File: src/sv/gcc_pkg.sv
package gcc_pkg;

   // Graph size bound: adjacency rows, row width and vertex index width follow from it.
   localparam int MAX_VERTEX_COUNT = 64;
   localparam int ROW_W            = MAX_VERTEX_COUNT;
   localparam int IDX_W            = $clog2(MAX_VERTEX_COUNT);
   localparam int CNT_W            = $clog2(MAX_VERTEX_COUNT + 1);

   localparam int VERTEX_W         = 7;
   localparam int REACH_SAT        = 127;
   localparam logic [VERTEX_W-1:0] VERTEX_COUNT_RESET = 7'd64;

   localparam int CSR_ADDR_W       = 3;
   localparam int CSR_DATA_W       = 32;
   localparam logic [0:0] REG_VERTEX_COUNT = 1'b0;

   typedef enum logic [0:0] {
      OP_ADD   = 1'b0,
      OP_CHECK = 1'b1
   } op_type;

   typedef struct packed {
      op_type              op;
      logic [VERTEX_W-1:0] first_vertex;
      logic [VERTEX_W-1:0] second_vertex;
   } req_type;

   typedef struct packed {
      logic                connected;
      logic [VERTEX_W-1:0] reached_count;
   } rsp_type;

   typedef enum logic [2:0] {
      ST_IDLE,
      ST_ADD_A,
      ST_ADD_B,
      ST_WALK,
      ST_RESULT
   } state_type;

   typedef struct packed {
      logic [IDX_W-1:0] raddr;
      logic             we;
      logic [IDX_W-1:0] waddr;
      logic [ROW_W-1:0] wdata;
      logic             clear;
   } mem_req_type;

   // Index of the lowest set bit (zero when none set).
   function automatic logic [IDX_W-1:0] lowest_set(input logic [ROW_W-1:0] v);
      logic [IDX_W-1:0] idx;
      idx = '0;
      for (int i = ROW_W - 1; i >= 0; i--) begin
         if (v[i]) begin
            idx = IDX_W'(i);
         end
      end
      return idx;
   endfunction

endpackage

File: src/sv/gcc_ctrl.sv
module gcc_ctrl (
   input  logic                                 clock,
   input  logic                                 reset,
   input  logic                                 req_valid,
   input  gcc_pkg::req_type                     req_data,
   output logic                                 req_stall,
   input  logic [gcc_pkg::VERTEX_W-1:0]         vertex_count,
   input  logic                                 out_free,
   output logic                                 res_valid,
   output gcc_pkg::rsp_type                     res_data,
   output gcc_pkg::mem_req_type                 mem_req,
   input  logic [gcc_pkg::ROW_W-1:0]            mem_rdata
);

   gcc_pkg::state_type               state_ff;
   gcc_pkg::state_type               state_in;
   logic [gcc_pkg::IDX_W-1:0]        a_ff;
   logic [gcc_pkg::IDX_W-1:0]        a_in;
   logic [gcc_pkg::IDX_W-1:0]        b_ff;
   logic [gcc_pkg::IDX_W-1:0]        b_in;
   logic                             edge_ok_ff;
   logic                             edge_ok_in;
   logic [gcc_pkg::ROW_W-1:0]        visited_ff;
   logic [gcc_pkg::ROW_W-1:0]        visited_in;
   logic [gcc_pkg::ROW_W-1:0]        pending_ff;
   logic [gcc_pkg::ROW_W-1:0]        pending_in;
   logic                             inflight_ff;
   logic                             inflight_in;
   logic [gcc_pkg::CNT_W-1:0]        count_ff;
   logic [gcc_pkg::CNT_W-1:0]        count_in;

   logic [gcc_pkg::VERTEX_W-1:0]     n_eff;
   logic [gcc_pkg::ROW_W-1:0]        live_mask;
   logic                             accept_ok;
   logic                             accept;
   logic                             req_edge_ok;
   logic [gcc_pkg::IDX_W-1:0]        req_a_idx;
   logic [gcc_pkg::IDX_W-1:0]        req_b_idx;
   logic [gcc_pkg::IDX_W-1:0]        next_v;
   logic                             issue;
   logic [gcc_pkg::ROW_W-1:0]        fresh;
   logic                             walk_done;

   // Effective vertex count and the mask of live vertices.
   always_comb begin
      if (vertex_count == '0) begin
         n_eff = gcc_pkg::VERTEX_W'(1);
      end else if (32'(vertex_count) > gcc_pkg::MAX_VERTEX_COUNT) begin
         n_eff = gcc_pkg::VERTEX_W'(gcc_pkg::MAX_VERTEX_COUNT);
      end else begin
         n_eff = vertex_count;
      end
      for (int i = 0; i < gcc_pkg::ROW_W; i++) begin
         live_mask[i] = (i < 32'(n_eff));
      end
   end

   assign accept_ok = (state_ff == gcc_pkg::ST_IDLE) || (state_ff == gcc_pkg::ST_ADD_B);
   assign req_stall = !accept_ok;
   assign accept    = req_valid && accept_ok;

   assign req_edge_ok = (req_data.first_vertex != '0) && (req_data.first_vertex <= n_eff) &&
                        (req_data.second_vertex != '0) && (req_data.second_vertex <= n_eff);
   assign req_a_idx   = gcc_pkg::IDX_W'(req_data.first_vertex - 7'd1);
   assign req_b_idx   = gcc_pkg::IDX_W'(req_data.second_vertex - 7'd1);

   // Walk: pop one pending vertex a cycle, merge its row in the cycle after the pop.
   assign next_v    = gcc_pkg::lowest_set(pending_ff);
   assign issue     = (state_ff == gcc_pkg::ST_WALK) && (pending_ff != '0);
   assign fresh     = inflight_ff ? (mem_rdata & live_mask & ~visited_ff) : '0;
   assign walk_done = (pending_ff == '0) && !inflight_ff;

   // Next state
   always_comb begin
      state_in = state_ff;
      unique case (state_ff) inside
         gcc_pkg::ST_IDLE, gcc_pkg::ST_ADD_B: begin
            if (accept) begin
               state_in = (req_data.op == gcc_pkg::OP_ADD) ? gcc_pkg::ST_ADD_A
                                                           : gcc_pkg::ST_WALK;
            end else begin
               state_in = gcc_pkg::ST_IDLE;
            end
         end
         gcc_pkg::ST_ADD_A: begin
            state_in = gcc_pkg::ST_ADD_B;
         end
         gcc_pkg::ST_WALK: begin
            if (walk_done) begin
               state_in = gcc_pkg::ST_RESULT;
            end
         end
         gcc_pkg::ST_RESULT: begin
            if (out_free) begin
               state_in = gcc_pkg::ST_IDLE;
            end
         end
         default: begin
            state_in = gcc_pkg::ST_IDLE;
         end
      endcase
   end

   // Outputs: memory port and result
   always_comb begin
      mem_req.raddr = next_v;
      mem_req.we    = 1'b0;
      mem_req.waddr = a_ff;
      mem_req.wdata = mem_rdata | (gcc_pkg::ROW_W'(1) << b_ff);
      mem_req.clear = 1'b0;
      res_valid     = 1'b0;
      unique case (state_ff)
         gcc_pkg::ST_IDLE: begin
            if (accept) begin
               mem_req.raddr = req_a_idx;
            end
         end
         gcc_pkg::ST_ADD_A: begin
            mem_req.raddr = b_ff;
            mem_req.we    = edge_ok_ff;
         end
         gcc_pkg::ST_ADD_B: begin
            if (accept) begin
               mem_req.raddr = req_a_idx;
            end
            mem_req.we    = edge_ok_ff;
            mem_req.waddr = b_ff;
            mem_req.wdata = mem_rdata | (gcc_pkg::ROW_W'(1) << a_ff);
         end
         gcc_pkg::ST_WALK: begin
            mem_req.raddr = next_v;
         end
         gcc_pkg::ST_RESULT: begin
            res_valid     = out_free;
            mem_req.clear = out_free;
         end
         default: begin
            mem_req.raddr = next_v;
         end
      endcase
      res_data.connected = (32'(count_ff) == 32'(n_eff));
      res_data.reached_count = (32'(count_ff) > gcc_pkg::REACH_SAT)
                               ? gcc_pkg::VERTEX_W'(gcc_pkg::REACH_SAT)
                               : gcc_pkg::VERTEX_W'(count_ff);
   end

   // Datapath next values
   always_comb begin
      a_in        = a_ff;
      b_in        = b_ff;
      edge_ok_in  = edge_ok_ff;
      visited_in  = visited_ff;
      pending_in  = pending_ff;
      inflight_in = 1'b0;
      count_in    = count_ff;
      if (accept) begin
         a_in       = req_a_idx;
         b_in       = req_b_idx;
         edge_ok_in = req_edge_ok && (req_data.op == gcc_pkg::OP_ADD);
         if (req_data.op == gcc_pkg::OP_CHECK) begin
            visited_in = gcc_pkg::ROW_W'(1);
            pending_in = gcc_pkg::ROW_W'(1);
            count_in   = '0;
         end
      end else if (state_ff == gcc_pkg::ST_WALK) begin
         visited_in  = visited_ff | fresh;
         pending_in  = (pending_ff & ~(issue ? (gcc_pkg::ROW_W'(1) << next_v) : '0)) | fresh;
         inflight_in = issue;
         count_in    = count_ff + gcc_pkg::CNT_W'(issue);
      end else if ((state_ff == gcc_pkg::ST_RESULT) && out_free) begin
         visited_in = '0;
         pending_in = '0;
      end
   end

   always_ff @(posedge clock) begin
      if (reset) begin
         state_ff    <= gcc_pkg::ST_IDLE;
         visited_ff  <= '0;
         pending_ff  <= '0;
         inflight_ff <= 1'b0;
         count_ff    <= '0;
         edge_ok_ff  <= 1'b0;
      end else begin
         state_ff    <= state_in;
         visited_ff  <= visited_in;
         pending_ff  <= pending_in;
         inflight_ff <= inflight_in;
         count_ff    <= count_in;
         edge_ok_ff  <= edge_ok_in;
      end
   end

   always_ff @(posedge clock) begin
      a_ff <= a_in;
      b_ff <= b_in;
   end

`ifndef SYNTHESIS
   // A pending vertex has always been marked visited.
   a_pending_in_visited: assert property (@(posedge clock) disable iff (reset)
      (pending_ff & ~visited_ff) == '0)
      else $error("pending vertex not in visited set");

   // The start vertex is visited throughout a walk.
   a_walk_has_root: assert property (@(posedge clock) disable iff (reset)
      (state_ff == gcc_pkg::ST_WALK) |-> visited_ff[0])
      else $error("walk without start vertex");

   // A result leaves only after the walk drained completely.
   a_result_after_drain: assert property (@(posedge clock) disable iff (reset)
      res_valid |-> ((pending_ff == '0) && !inflight_ff && $past(state_ff != gcc_pkg::ST_IDLE)))
      else $error("result before walk finished");

   // The matrix is never written while a walk reads it.
   a_no_write_in_walk: assert property (@(posedge clock) disable iff (reset)
      (state_ff == gcc_pkg::ST_WALK) |-> !mem_req.we)
      else $error("matrix write during walk");
`endif

endmodule
File: config.mk
export PLATFORM = sky130hd
export DESIGN_NAME = gcc_ctrl
export DESIGN_NICKNAME = d
export VERILOG_FILES = /design/src/sv/gcc_pkg.sv /design/src/sv/gcc_ctrl.sv
export SDC_FILE = /design/constraint.sdc
export NUM_CORES = 1
export LEC_CHECK = 0
export ABC_AREA = 1
export BUFFER_PORTS_ARGS = -buffer_cell sky130_fd_sc_hd__buf_2
export CAP_MARGIN = 5
export CORE_UTILIZATION = 50
export CTS_CLUSTER_DIAMETER = 100
export DETAILED_ROUTE_END_ITERATION = 10
export GPL_TIMING_DRIVEN = 0
export HOLD_SLACK_MARGIN = 0.05
export PLACE_DENSITY = 0.74
export SYNTH_ARGS = -nofsm -noshare
export SYNTH_HDL_FRONTEND = slang
export SYNTH_SLANG_ARGS = --single-unit
File: constraint.sdc
create_clock -name clock -period 10.1 [get_ports clock]
set_clock_uncertainty 0.05 [all_clocks]
set_input_delay 2.02 -clock clock [delete_from_list [all_inputs] [get_ports clock]]
set_output_delay 2.02 -clock clock [all_outputs]
set_load 0.03 [all_outputs]
==> out/results.ini <==
[status]
outcome=finished, violations left
violations=design-rule violations, max-capacitance violations

[synthesis]
synth_top_family_by_area=simple AND/OR/NAND/NOR gates
synth.yosys.seq_area_share=0.3361
yosys.area_share.adder=0.02659
ys_warn_count=0
syn_nets=1571
yosys.cell_types.count=44
netlist_instances=1461
synthSimpleGateAreaFrac=0.3080
synthMuxAreaShare=0
synth_area_per_cell_um2=6.442
synth_compound_area_frac=0.2009
synth_xor_area_frac=0.01024
synth_seq_cells=152
syn_area_um2=9412

[sta]
max_freq_mhz=143.7
tns_ns=0
finalMaxSlewViolations=0
fin_crit_sh=0.6889
slew_headroom=0.01236
period_needed_ns=6.958
finalSetupViolations=0
grt_setup_unrepaired=no
tightestPinTransition_ns=1.444
hold_viol=0

[clock_tree]
post_cts_buffers=0
cts_resized=0
cts_tree=yes
clkLatencyLatePin_ns=0.44
clk_pin_slew_ns=0.07
clock-sinks=152
cts_hold_buf=0
cts.htree.levels=4
clockBufferDepth=2
root_buffer=clkbuf_16
numCtsBuffers=17

[pwr]
powerDensity_nw_per_um2=139.1
irDropWorstVdd_mv=0.1267
power_leakage_nw=5.137
total_power_w=0.001553

[grt]
grt_pass1_vias=9901
grt_pass1_wl_um=59850
antenna_found_initial=0
grt_max_degree=18
grt_overflow=0
grt_usage=0.4213

[worst_setup_path]
cp_top_family=simple AND/OR/NAND/NOR gates
crit_fanout=4
cpPeakStageDelay_ns=0.38
crit_top_cell=nand2_1
worst_ep_required_time_ns=8.03
criticalPathCategory=reg -> out
cp_num_buf_inv=1
endpoint_kind=output pin
r2r_start=pending_ff[62]
critical-path-slowest-cell=dfxtp_1
critical_path.startpoint=pending_ff[63]
crit_path_start_kind=flop
cp.arrival_ns=4.89

[placed_design]
portBuffers=175
dpl.cell_count=1865
finalWeightedCongestion=1.042
dpl_cell_area_um2=10570
hpwl_um=33030

[die]
fp-row-count=49
num_io_pins=178
die-area_um2=19380
die_y_um=139.2
start_util=0.5169
coreArea_um2=18210
die_w_um=139.2

[final_layout]
fin_cells=1898
postLayoutCoreUtil=0.6132
layout-drive-gt1-share=0.1390
final_nets=1766
n_antenna_cell=0
layout_commonest_cell=nand2_1
finish.instance_area_um2=11170
synthToLayoutAreaGrowth_pct=18.64
final_cell_mix=nand2_1, inv_1, buf_2

[routing]
drc=13
viasPerCell=5.968
detail-route-antenna-nets=0
drt-pass1-iter-count=10
avgRoutedWirePerCell_um=21.57
routed_wl_um=40940
routed-via-count=11330
drt_iter0_markers=1900

[worst_hold_path]
min_path_type=reg -> reg
hold_path_startpoint=visited_ff[30]

[run]
max_cap_viol_count=1

-- Yosys cell counts, drive strengths merged --
cell type,instances,area (um^2)
a21oi,55,275.3
o21bai,35,262.8
xnor2,6,52.55
nor4,24,150.1
a22oi,1,7.510
dfxtp,140,2803
inv,233,874.6
o22ai,7,43.79
buf,11,61.30
a211oi,3,22.52
nand4,14,87.58
nor2,162,625.6
a31oi,12,75.07
a2111oi,7,61.31
o32ai,1,8.760
a32o,2,20.02
o21ai,106,530.5
o21a,21,157.7
o31ai,1,7.510
a221oi,1,8.760
ha,20,250.2
xor2,5,43.79
nand3b,1,7.510
nand2,333,1260
o221ai,6,52.55
o211ai,22,165.2
o211a,1,10.01
a21boi,2,15.01
nor3b,1,7.510
a311oi,1,8.760
o2111ai,17,148.9
clkbuf,43,161.4
nand3,115,585.6
edfxtp,12,360.4
nor3,35,175.2
o41ai,1,8.760
clkinv,4,15.01
-- layout make-up --
cell class	instances	area, um^2
fill	1793	7043
tap	229	286.5
timing repair buffer	176	887.1
clock inverter	15	155.1
multi-input combinational	1018	5136
sequential	152	3163
clock buffer	17	425.4
buffer	54	222.7
inverter	237	889.6
-- worst paths after layout --
kind                         end  slack, ns  depth (start not counted)
setup / recovery     mem_req[72]       3.14                         65
hold reg to reg   visited_ff[30]       0.40                          2
hold / removal    visited_ff[30]       0.40                          2
setup reg to reg  pending_ff[34]       5.00                         67
-- kinds of logic (layout without fill, tap and decap cells) --
kind of cell    after synthesis  after routing
compound gates              302            302
flops                       152            152
simple gates                685            685
xor+xnor                     11             11
buf+inv                     291            499
fa+ha+maj                    20             20
-- through the flow --
step                      setup slack, ns  hold WS, ns
after global routing                2.599       0.4219
after floorplan                     4.185       0.3767
final                               3.142       0.4008
after global placement              3.505       0.3826
after detailed placement            3.467       0.3900
after CTS                           3.295       0.3997
-- layer usage --
layer / up-vias / track usage / routed length (um)
met3: 101 / 0.09358 / 5745
met4: 0 / 0.1784 / 1611
met5: - / 0 / 0
li1: 5225 / - / -
met2: 843 / 0.6175 / 16860
met1: 5158 / 0.5926 / 16730
-- where the power goes --
group          total, W  internal [W]  switching, W
clock          0.000646      0.000350      0.000296
sequential     0.000618      0.000615    0.00000339
combinational  0.000289     0.0000678      0.000221
total           0.00155       0.00103      0.000521
-- worst min-delay path: stages, from the launching register on --
cell and delay [ns]:
dfxtp_1 0.31, inv_1 0.05, a21oi_1 0.05
-- flip-flops by register name, indices dropped and copies added, names as in the netlist --
| register | count |
|---|---|
| inflight_ff | 1 |
| state_ff | 3 |
| edge_ok_ff | 1 |
| count_ff | 7 |
| visited_ff | 64 |
| b_ff | 6 |
| a_ff | 6 |
| pending_ff | 64 |
Note: power is estimated with default switching activity, not from simulation.
